## config.mk

```make
export PLATFORM = sky130hd
export DESIGN_NAME = calendar_date_add_days_unit
export DESIGN_NICKNAME = d
export VERILOG_FILES = /design/src/design/cdad_pkg.sv /design/src/design/cdad_ctrl.sv /design/src/design/cdad_dp.sv /design/src/design/calendar_date_add_days_unit.sv
export VERILOG_INCLUDE_DIRS = /design/src /design/src/design
export SDC_FILE = /design/constraint.sdc
export NUM_CORES = 1
export LEC_CHECK = 0
export BUFFER_PORTS_ARGS = -buffer_cell sky130_fd_sc_hd__buf_2
export CAP_MARGIN = 20
export CELL_PAD_IN_SITES_DETAIL_PLACEMENT = 1
export CELL_PAD_IN_SITES_GLOBAL_PLACEMENT = 2
export CORE_ASPECT_RATIO = 0.5
export CORE_MARGIN = 2
export CORE_UTILIZATION = 30
export CTS_CLUSTER_DIAMETER = 80
export DETAILED_ROUTE_END_ITERATION = 12
export PLACE_DENSITY_LB_ADDON = 0.12
export SLEW_MARGIN = 20
export SYNTH_ARGS = -nofsm -noshare
export SYNTH_HDL_FRONTEND = slang
export SYNTH_SLANG_ARGS = --single-unit
```

## constraint.sdc

```tcl
create_clock -name clk -period 12.3 [get_ports clk]
set_input_delay 1.23 -clock clk [delete_from_list [all_inputs] [get_ports clk]]
set_output_delay 1.23 -clock clk [all_outputs]
set_load 0.05 [all_outputs]
```

## src/design/calendar_date_add_days_unit_macros.svh

```systemverilog
// ----------------------------------------------------------------------------
// Calendar date adder assertion macros
// Shared concurrent assertion forms; empty when SYNTH is defined.
// ----------------------------------------------------------------------------
`ifndef CALENDAR_DATE_ADD_DAYS_UNIT_MACROS_SVH
`define CALENDAR_DATE_ADD_DAYS_UNIT_MACROS_SVH

`ifndef SYNTH
// same-cycle implication
`define CDAD_ASSERT_IMP(lbl, clk, rstn, ante, cons) \
	lbl: assert property (@(posedge clk) disable iff (!(rstn)) (ante) |-> (cons)) \
		else $error("assertion failed: same-cycle implication");
// next-cycle implication
`define CDAD_ASSERT_NXT(lbl, clk, rstn, ante, cons) \
	lbl: assert property (@(posedge clk) disable iff (!(rstn)) (ante) |=> (cons)) \
		else $error("assertion failed: next-cycle implication");
`else
`define CDAD_ASSERT_IMP(lbl, clk, rstn, ante, cons)
`define CDAD_ASSERT_NXT(lbl, clk, rstn, ante, cons)
`endif

`endif

```

## src/design/cdad_pkg.sv

```systemverilog
// ----------------------------------------------------------------------------
// cdad_pkg
// Types, constants and month table shared by the date adder modules.
// ----------------------------------------------------------------------------
`default_nettype none

package cdad_pkg;

	localparam int unsigned DAY_COUNT_BITS_DEF = 16;

	localparam int unsigned DAY_W   = 5;
	localparam int unsigned MONTH_W = 4;
	localparam int unsigned YEAR_W  = 14;

	// month codes
	localparam logic [MONTH_W-1:0] MONTH_JAN = 4'd1;
	localparam logic [MONTH_W-1:0] MONTH_FEB = 4'd2;
	localparam logic [MONTH_W-1:0] MONTH_APR = 4'd4;
	localparam logic [MONTH_W-1:0] MONTH_JUN = 4'd6;
	localparam logic [MONTH_W-1:0] MONTH_SEP = 4'd9;
	localparam logic [MONTH_W-1:0] MONTH_NOV = 4'd11;
	localparam logic [MONTH_W-1:0] MONTH_DEC = 4'd12;

	localparam logic [DAY_W-1:0] LEN_LONG  = 5'd31;
	localparam logic [DAY_W-1:0] LEN_SHORT = 5'd30;
	localparam logic [DAY_W-1:0] LEN_FEB_L = 5'd29;
	localparam logic [DAY_W-1:0] LEN_FEB   = 5'd28;

	// year / 100 by reciprocal: (y * 5243) >> 19, exact for y < 2^14
	localparam int unsigned DIV100_MUL_W = 13;
	localparam logic [DIV100_MUL_W-1:0] DIV100_MUL = 13'd5243;
	localparam int unsigned DIV100_SHIFT = 19;
	localparam int unsigned PROD_W       = YEAR_W + DIV100_MUL_W;
	localparam int unsigned Q100_W       = PROD_W - DIV100_SHIFT;
	localparam int unsigned R100_W       = 7;
	localparam logic [R100_W-1:0] CENTURY      = 7'd100;
	localparam logic [R100_W-1:0] CENTURY_LAST = 7'd99;
	localparam logic [YEAR_W-1:0] YEAR_MAX     = 14'h3FFF;

	typedef struct packed {
		logic load;  // capture a new beat
		logic prep;  // year / 100
		logic init;  // year % 100, century % 4
		logic step;  // one month per cycle
	} cdad_cmd_t;

	typedef struct packed {
		logic fits;  // remaining days fit in current month
	} cdad_sts_t;

	function automatic logic [DAY_W-1:0] month_len(input logic [MONTH_W-1:0] m,
	                                               input logic leap);
		logic [DAY_W-1:0] len;
		case (m)
			MONTH_APR, MONTH_JUN, MONTH_SEP, MONTH_NOV: len = LEN_SHORT;
			MONTH_FEB: len = leap ? LEN_FEB_L : LEN_FEB;
			default: len = LEN_LONG;
		endcase
		return len;
	endfunction

endpackage

`default_nettype wire

```

## src/design/cdad_ctrl.sv

```systemverilog
// ----------------------------------------------------------------------------
// cdad_ctrl
// Sequencer: capture, leap-rule setup, then one month step per cycle.
// ----------------------------------------------------------------------------
`default_nettype none
`include "calendar_date_add_days_unit_macros.svh"

module cdad_ctrl (
	input  wire logic                clk,
	input  wire logic                arst_n,
	input  wire logic                start,
	input  wire cdad_pkg::cdad_sts_t sts,
	output cdad_pkg::cdad_cmd_t      cmd,
	output logic                     busy
);
	import cdad_pkg::*;

	typedef enum logic [3:0] {
		S_IDLE = 4'b0001,
		S_PREP = 4'b0010,
		S_INIT = 4'b0100,
		S_STEP = 4'b1000
	} state_t;

	state_t state_q, state_d;

	always_comb begin
		state_d = state_q;
		cmd     = '0;
		unique case (state_q)
			S_IDLE: begin
				cmd.load = start;
				if (start) begin
					state_d = S_PREP;
				end
			end
			S_PREP: begin
				cmd.prep = 1'b1;
				state_d  = S_INIT;
			end
			S_INIT: begin
				cmd.init = 1'b1;
				state_d  = S_STEP;
			end
			S_STEP: begin
				cmd.step = 1'b1;
				if (sts.fits) begin
					state_d = S_IDLE;
				end
			end
			default: begin
				state_d = S_IDLE;
			end
		endcase
	end

	always_ff @(posedge clk or negedge arst_n) begin
		if (!arst_n) begin
			state_q <= S_IDLE;
		end else begin
			state_q <= state_d;
		end
	end

	assign busy = (state_q != S_IDLE);

	`CDAD_ASSERT_NXT(a_start_prep, clk, arst_n, (state_q == S_IDLE) && start, state_q == S_PREP)
	`CDAD_ASSERT_NXT(a_step_hold, clk, arst_n, (state_q == S_STEP) && !sts.fits, state_q == S_STEP)
	`CDAD_ASSERT_IMP(a_busy_rise, clk, arst_n, $rose(busy), $past(start))

endmodule

`default_nettype wire

```

## src/design/cdad_dp.sv

```systemverilog
// ----------------------------------------------------------------------------
// cdad_dp
// Date registers, leap residues, month step and result registers.
// ----------------------------------------------------------------------------
`default_nettype none
`include "calendar_date_add_days_unit_macros.svh"

module cdad_dp #(
	parameter int unsigned DAY_COUNT_BITS = cdad_pkg::DAY_COUNT_BITS_DEF
) (
	input  wire logic                          clk,
	input  wire logic                          arst_n,
	input  wire cdad_pkg::cdad_cmd_t           cmd,
	output cdad_pkg::cdad_sts_t                sts,
	input  wire logic [cdad_pkg::DAY_W-1:0]    start_day,
	input  wire logic [cdad_pkg::MONTH_W-1:0]  start_month,
	input  wire logic [cdad_pkg::YEAR_W-1:0]   start_year,
	input  wire logic [DAY_COUNT_BITS-1:0]     days_to_add,
	output logic      [cdad_pkg::DAY_W-1:0]    end_day,
	output logic      [cdad_pkg::MONTH_W-1:0]  end_month,
	output logic      [cdad_pkg::YEAR_W-1:0]   end_year,
	output logic                               done
);
	import cdad_pkg::*;

	localparam int unsigned REM_W = DAY_COUNT_BITS + 1;

	logic [REM_W-1:0]   rem_q;
	logic [MONTH_W-1:0] month_q;
	logic [YEAR_W-1:0]  year_q;
	logic [Q100_W-1:0]  q100_q;
	logic [R100_W-1:0]  r100_q;
	logic [1:0]         c400_q;
	logic [DAY_W-1:0]   end_day_q;
	logic [MONTH_W-1:0] end_month_q;
	logic [YEAR_W-1:0]  end_year_q;
	logic               done_q;

	logic [PROD_W-1:0]  prod_100;
	logic [YEAR_W-1:0]  r100_full;
	logic               leap;
	logic [DAY_W-1:0]   len;
	logic               fits;
	logic               month_bad;

	assign prod_100  = PROD_W'(year_q) * PROD_W'(DIV100_MUL);
	assign r100_full = year_q - (YEAR_W'(q100_q) * YEAR_W'(CENTURY));

	// divisible by 400, or by 4 and not by 100
	assign leap = (r100_q == '0) ? (c400_q == 2'd0) : (year_q[1:0] == 2'd0);
	assign len  = month_len(month_q, leap);
	assign fits = (rem_q <= REM_W'(len));
	assign sts.fits = fits;

	assign month_bad = (start_month < MONTH_JAN) || (start_month > MONTH_DEC);

	always_ff @(posedge clk) begin
		if (cmd.load) begin
			rem_q   <= REM_W'(start_day) + REM_W'(days_to_add);
			month_q <= month_bad ? MONTH_JAN : start_month;
			year_q  <= start_year;
		end
		if (cmd.prep) begin
			q100_q <= prod_100[DIV100_SHIFT +: Q100_W];
		end
		if (cmd.init) begin
			r100_q <= r100_full[R100_W-1:0];
			c400_q <= q100_q[1:0];
		end
		if (cmd.step) begin
			if (fits) begin
				end_day_q   <= (rem_q == '0) ? DAY_W'(1) : rem_q[DAY_W-1:0];
				end_month_q <= month_q;
				end_year_q  <= year_q;
			end else begin
				rem_q <= rem_q - REM_W'(len);
				if (month_q == MONTH_DEC) begin
					month_q <= MONTH_JAN;
					year_q  <= year_q + YEAR_W'(1);
					// year wraps to 0: both residues restart at 0
					if (year_q == YEAR_MAX) begin
						r100_q <= '0;
						c400_q <= 2'd0;
					end else if (r100_q == CENTURY_LAST) begin
						r100_q <= '0;
						c400_q <= c400_q + 2'd1;
					end else begin
						r100_q <= r100_q + R100_W'(1);
					end
				end else begin
					month_q <= month_q + MONTH_W'(1);
				end
			end
		end
	end

	always_ff @(posedge clk or negedge arst_n) begin
		if (!arst_n) begin
			done_q <= 1'b0;
		end else begin
			done_q <= cmd.step && fits;
		end
	end

	assign end_day   = end_day_q;
	assign end_month = end_month_q;
	assign end_year  = end_year_q;
	assign done      = done_q;

	`CDAD_ASSERT_IMP(a_day_nonzero, clk, arst_n, done_q, end_day_q != '0)
	`CDAD_ASSERT_IMP(a_month_range, clk, arst_n, done_q, (end_month_q >= MONTH_JAN) && (end_month_q <= MONTH_DEC))
	`CDAD_ASSERT_IMP(a_r100_range, clk, arst_n, cmd.step, r100_q < CENTURY)

endmodule

`default_nettype wire

```

## src/design/calendar_date_add_days_unit.sv

```systemverilog
// ----------------------------------------------------------------------------
// calendar_date_add_days_unit
// Gregorian date plus day count, stepped one month per clock.
// ----------------------------------------------------------------------------
//
// channel  | ports                                      | handshake
// ---------+--------------------------------------------+------------------------
// request  | start_day start_month start_year days_to_add | start && !busy
// result   | end_day end_month end_year                 | done, one-cycle strobe
//
// Sequence: after the edge that takes a beat, prep and init run, then each step
//   subtracts one month length until the remainder fits; done is registered
//   from that final step of the month step loop in cdad_dp.
// Setup: the prep and init states before stepping compute year / 100 (reciprocal multiply)
//   and year % 100, century % 4, which carry the leap rule across year steps.
// Reset: arst_n clears the sequencer and the strobe; date registers hold junk.
// Stalls: the receiver cannot stall; results sit on the ports until the next
//   beat completes, and busy stays high from accept until the last step.
// ----------------------------------------------------------------------------
`default_nettype none

module calendar_date_add_days_unit #(
	parameter int unsigned DAY_COUNT_BITS = cdad_pkg::DAY_COUNT_BITS_DEF
) (
	input  wire logic                          clk,
	input  wire logic                          arst_n,
	input  wire logic                          start,
	output logic                               busy,
	input  wire logic [cdad_pkg::DAY_W-1:0]    start_day,
	input  wire logic [cdad_pkg::MONTH_W-1:0]  start_month,
	input  wire logic [cdad_pkg::YEAR_W-1:0]   start_year,
	input  wire logic [DAY_COUNT_BITS-1:0]     days_to_add,
	output logic                               done,
	output logic      [cdad_pkg::DAY_W-1:0]    end_day,
	output logic      [cdad_pkg::MONTH_W-1:0]  end_month,
	output logic      [cdad_pkg::YEAR_W-1:0]   end_year
);
	import cdad_pkg::*;

	cdad_cmd_t cmd;  // sequencer -> datapath
	cdad_sts_t sts;  // datapath -> sequencer

	// sequencer: idle / prep / init / step
	cdad_ctrl u_ctrl (
		.clk    (clk),
		.arst_n (arst_n),
		.start  (start),
		.sts    (sts),
		.cmd    (cmd),
		.busy   (busy)
	);

	// datapath: captures the beat on load, strobes done on the final step
	cdad_dp #(
		.DAY_COUNT_BITS (DAY_COUNT_BITS)
	) u_dp (
		.clk         (clk),
		.arst_n      (arst_n),
		.cmd         (cmd),
		.sts         (sts),
		.start_day   (start_day),
		.start_month (start_month),
		.start_year  (start_year),
		.days_to_add (days_to_add),
		.end_day     (end_day),
		.end_month   (end_month),
		.end_year    (end_year),
		.done        (done)
	);

endmodule

`default_nettype wire
```

==> flow_summary.toml, run 1 <==
[clock_network]
clk_pin_slew_worst_paths_ns = 0.07
cts_tree = "done"
cts_resized = 0
clock_path_buffers = 2
cts_max_level = 3
clk_latency_ns = 0.35
cts_setup_buffers = 0
cts_root_buffer = "clkbuf_16"
cts.sinks = 77
numCtsBuffers = 9
postCtsHoldBufs = 0

[min_path]
worstHoldPathType = "reg -> reg"
hold_path_startpoint = "u_dp.rem_q[10]"
min_to = "u_dp.rem_q[10]"
whs_path_depth = 2

[placed_design]
place_congestion = 0.7557
port_buffers = 66
place.detailed.hpwl_mm = 17.18
postPlaceCellArea_sq_um = 8329

[worst_setup_path]
crit_path_start = "u_dp.year_q[11]"
crit_path_max_incr_delay_ns = 0.74
crit_type = "reg -> reg"
crit_chain = "fa_1 > ha_1 > inv_1 > fa_1 > inv_1 > fa_1 > inv_1 > fa_1 > inv_1 > ha_1 > a21oi_1 > o21ai_0 > o21ai_0 > a21oi_1 > nor4_1 > a311o_1"
rr_startpoint = "u_dp.year_q[11]"
rr_worst_depth = 16
critPathCaptureType = "flip-flop"
critPathTopFamily = "adder cells"
reg2reg_to = "u_dp.q100_q[2]"
cp.arrival_ns = 5.17
cp_data_required_time_ns = 12.40
slowest_stage = "dfxtp_1"
cp_max_fo = 12
worst-path-buf-inv = 4
start_kind = "flip-flop"
r2r_slack_ns = 7.23

[floorplanning]
core_sq_um = 25090
initial_core_util_pct = 30.46
die_w_microns = 229.7
dieHeight_microns = 116.8
dieArea_sq_um = 26840
io_pins = 67
rows = 41

[timing]
tightestPinTransition_ns = 0.9608
fin_skew_ns = 0.01691
fin_crit_ns = 5.069
rsz0062_at_grt = "no"
relSlewSlack_pct = 35.36
slew_viol_final = 0
fin_tns_setup_ns = 0
fmax_mhz = 197.3
final-hold-violation-count = 0
period_share_pct = 41.21
setup_violations = 0

[layout]
n_antenna_cell = 0
final_net_count = 1108
syn2layout_area_growth_pct = 13.15
multi_input_area_sq_um = 5116
fill_cells = 2903
final_util_pct = 34.46
drive_above_1_share_pct = 11.02
fin_area_sq_um = 8645
seq_area_sq_um = 1848

[grt]
grt_pass1_wl_mm = 34.46
gr-usage-all-layers_pct = 16.71
overflow = 0
grt_antenna_before_repair = 0
grt_pass1_vias = 6196
grt_max_degree = 34

[yosys]
synth_seq_cells = 77
synthesis.nets = 1048
ys.flop_type = "dfxtp_1"
yosysWarnings = 0
synth-edff-count = 28
synth.area.top_cells = "ha_1 19%, fa_1 17%, dfxtp_1 12%, edfxtp_1 11%, inv_1 7.3%"
synth.distinct_cells = 61
yosysSeqAreaShare_pct = 24.19
syn_avg_cell_area_sq_um = 9.272
async_reset_ff_share_pct = 6.494
synth_largest_area_cell = "ha_1"
yosys.area.top_type_share_pct = 19.16
syn_inst = 824
synthesis.area_sq_um = 7640

[routing]
wl_per_cell_microns = 17.10
drc = 0
drtAntennaViolNets = 0
drt-initial-drc-count = 224
routed_wl_mm = 21.09
vias_per_cell = 4.770
vias = 5882
firstDrtPassIters = 4

[run]
maxCapViolCount = 0

[run_status]
status = "finished clean"
==> sequential cells by signal, summed over array words and instances, names as in the netlist <==
register,cells
u_dp.rem_q,17
u_dp.end_month,4
u_dp.end_year,14
u_ctrl.state_q,4
u_dp.month_q,4
u_dp.done,1
u_dp.r100_q,7
u_dp.end_day,5
u_dp.year_q,14
u_dp.c400_q,2
u_dp.q100_q,5
==> area by class of cell <==
cell class / instances / area share (%)
Clock buffer: 10 / 2.765
Clock inverter: 6 / 0.7961
Inverter: 149 / 6.470
Multi-Input combinational cell: 574 / 59.18
Sequential cell: 77 / 21.38
Tap cell: 344 / 4.979
Timing Repair Buffer: 73 / 4.429
==> through the flow <==
step           instances  hold WS (ns)  worst slack (ns)
3_5_place_dp        1217        0.4816             7.197
2_1_floorplan        824        0.4064             7.692
6_report            1233        0.4871             7.231
3_3_place_gp        1217        0.4765             7.262
5_1_grt             1233        0.5127             6.961
4_1_cts             1233        0.4917             7.187
==> how the worst max path moves through the flow <==
stage,to,cells after the start
2_1_floorplan,u_dp.q100_q[2],16
3_3_place_gp,u_dp.q100_q[2],16
3_5_place_dp,u_dp.q100_q[2],16
4_1_cts,u_dp.q100_q[2],16
5_1_grt,u_dp.q100_q[2],16
6_report,u_dp.q100_q[2],16
==> synthesized netlist by cell type, drive strengths merged (6+ instances only) <==
library cell and number:
a211oi 10, a21o 15, a21oi 51, a221oi 6
a31oi 8, and3 20, buf 8, clkbuf 16
dfxtp 44, edfxtp 28, fa 65, ha 117
inv 148, nand2 49, nand2b 6, nand3 18
nand4 10, nor2 43, nor3 12, o21ai 49
xnor2 19, xor2 8
==> tightest hold or removal path, cell delays in order (launching register included) <==
cell	delay, ns
dfxtp_1	0.32
inv_1	0.07
a21oi_1	0.05
==> cells by family (layout without fill, tap and decap cells) <==
logic type,Yosys count,in the layout,synth area share [%]
simple gates,189,189,12.81
mux,5,5,0.6551
buf+inv,173,238,9.073
xor+xnor,27,27,3.095
flops,77,77,24.19
fa+ha+maj,182,182,36.19
compound gates,171,171,13.99
==> layout by cell type (no fill, tap or decap), drive strengths merged, types with 6 or more instances in the layout <==
| cell | netlist | routed |
|---|---|---|
| a21o | 15 | 15 |
| nor2 | 43 | 43 |
| nand2 | 49 | 49 |
| a211oi | 10 | 10 |
| nand3 | 18 | 18 |
| a31oi | 8 | 8 |
| nand2b | 6 | 6 |
| ha | 117 | 117 |
| xor2 | 8 | 8 |
| o21ai | 49 | 49 |
| clkbuf | 16 | 10 |
| buf | 8 | 73 |
| a21oi | 51 | 51 |
| nor3 | 12 | 12 |
| dfxtp | 44 | 44 |
| a221oi | 6 | 6 |
| edfxtp | 28 | 28 |
| inv | 148 | 150 |
| xnor2 | 19 | 19 |
| nand4 | 10 | 10 |
| and3 | 20 | 20 |
| fa | 65 | 65 |
==> layer usage <==
metal	track usage [%]	vias to the layer above	share of wire, %
met1	22.54	2906	49
met4	2.554	0	0.49
met2	29.08	42	48
li1	-	2929	-
met5	0	-	0
met3	2.689	5	2.2
Power of run 1 is left out: the tool's default activity adds up to more than one toggle a clock period on the data nets, which glitch-free logic cannot reach.
==> run 2: changes to the inputs <==
==> constraint.sdc (replaced) <==
create_clock -name clk -period 4.9 [get_ports clk]
set_input_delay 0.49 -clock clk [delete_from_list [all_inputs] [get_ports clk]]
set_output_delay 0.49 -clock clk [all_outputs]
set_load 0.05 [all_outputs]
==> run 2 against run 1 <==
Effect of this change:
- register-to-register slack worse by 7.0 ns
- hold slack worse by 0.18 ns
- via count is 1.9% higher
- clock skew is 0.011 ns lower
- routed wire length is 2.3% higher
- critical path depth is 1 lower
- final area is 1.9% higher
- critical endpoint is now u_dp.q100_q[4]
- first-iteration DRC count is 18% higher
==> flow_summary.toml, run 2 (synthesis results as in run 1) <==
[run_status]
status = "finished clean"

[worst_setup_path]
slowest_stage = "fa_1"
r2r_slack_ns = 0.22
critPathCaptureType = "flip-flop"
reg2reg_to = "u_dp.q100_q[4]"
critPathTopFamily = "adder cells"
start_kind = "flip-flop"
crit_type = "reg -> reg"
crit_chain = "buf_4 > fa_1 > ha_1 > fa_1 > fa_1 > inv_1 > fa_1 > inv_1 > ha_1 > a21oi_1 > o21ai_0 > nor3_1 > a21oi_2 > a221oi_1 > xnor2_1"
worst-path-buf-inv = 3
cp_common_cell = "fa_1"
cp.arrival_ns = 4.78
cp_data_required_time_ns = 5.00
cp_max_fo = 5
rr_startpoint = "u_dp.year_q[9]"
rr_worst_depth = 15
crit_path_max_incr_delay_ns = 0.54

[routing]
drc = 0
dr_wl_met2_mm = 10.13
drt-initial-drc-count = 265
wl_met3_microns = 415
firstDrtPassIters = 4
wl_met1_mm = 10.88
drtAntennaViolNets = 0
wl_per_cell_microns = 17.16
routed_wl_mm = 21.56
dr.max_layer_used = "met4"
vias_per_cell = 4.768
vias = 5993

[layout]
n_antenna_cell = 0
final_net_count = 1132
instances_no_fill = 1257
syn2layout_area_growth_pct = 15.26
fill_cells = 2936
drive_above_1_share_pct = 13.03
seq_area_sq_um = 1848
top_register = "u_dp.rem_q"
final_cell_mix = "148 x inv_1, 117 x ha_1, 66 x buf_2"
fin_area_sq_um = 8806
largest_reg_flops = 17
final_common_cell = "inv_1"
multi_input_area_sq_um = 5112

[run]
maxCapViolCount = 0

[clock_network]
cts_tree = "done"
clk_latency_ns = 0.36
cts_max_level = 3
numCtsBuffers = 9
cts.sinks = 77
cts_root_buffer = "clkbuf_16"
clk_pin_slew_worst_paths_ns = 0.07
cts_setup_buffers = 0
clock_path_buffers = 2

[placed_design]
postPlaceCellArea_sq_um = 8502
dp_cells = 1240
place_congestion = 0.7965
port_buffers = 66
place.detailed.hpwl_mm = 17.86

[grt]
grt_pass1_wl_mm = 34.58
grt_pass1_vias = 6263
grt_max_degree = 28
overflow = 0
gr-usage-all-layers_pct = 16.81
grt_antenna_before_repair = 0

[min_path]
worstHoldPathType = "in -> reg"
hold_path_startpoint = "start"
min_to = "u_ctrl.state_q[0]"
whs_path_depth = 2

[floorplanning]
core_sq_um = 25090
initial_core_util_pct = 30.46
rows = 41
io_pins = 67
dieHeight_microns = 116.8
dieArea_sq_um = 26840
die_w_microns = 229.7

[timing]
fmax_mhz = 213.9
slew_viol_final = 0
period_share_pct = 95.42
setup_violations = 0
final-hold-violation-count = 0
fin_crit_ns = 4.676
rsz0062_at_grt = "no"
tightestPinTransition_ns = 0.8204
fin_skew_ns = 0.006337
fin_tns_setup_ns = 0
relSlewSlack_pct = 44.80
-- run 2: layout make-up --
class	instances	share of cell area, %
inverter	149	6.351
sequential	77	20.99
clock buffer	14	3.126
tap	344	4.888
multi-input combinational	574	58.06
timing repair buffer	97	6.422
clock inverter	2	0.1705
-- run 2: worst max path at each step --
stage | end | slack [ns] | from | depth (start not counted)
final | u_dp.q100_q[4] | 0.22 | u_dp.year_q[9] | 15
after global routing | u_dp.q100_q[4] | 0.008 | u_dp.year_q[9] | 15
after CTS | u_dp.q100_q[2] | 0.06 | u_dp.year_q[12] | 15
after detailed placement | u_dp.q100_q[2] | 0.08 | u_dp.year_q[12] | 15
after global placement | u_dp.q100_q[2] | 0.16 | u_dp.year_q[12] | 15
after floorplan | u_dp.q100_q[2] | 0.29 | u_dp.year_q[11] | 16
-- run 2: metal layers --
layer / global-route usage (%) / vias to the layer above
li1: - / 2968
met2: 28.74 / 39
met4: 2.857 / 0
met5: 0 / -
met1: 22.90 / 2975
met3: 2.786 / 11
-- run 2: metrics by stage --
stage               util [%]  setup slack, ns  hold WS, ns
finish                 35.10           0.2243       0.3035
detailed placement     33.89          0.08299       0.3172
CTS                    35.09          0.06430       0.2985
floorplan                  -           0.2924       0.1944
global placement       33.89           0.1565       0.3156
global route           35.10         0.008285       0.3410
-- run 2: what timing repair did --
| action | CTS | global route |
|---|---|---|
| hold endpoints to repair | 4 | 0 |
| setup endpoints to repair | 0 | 1 |
| hold buffers | 1 | 0 |
| resized for setup | 0 | 2 |
Power of run 2 is left out for the same reason.
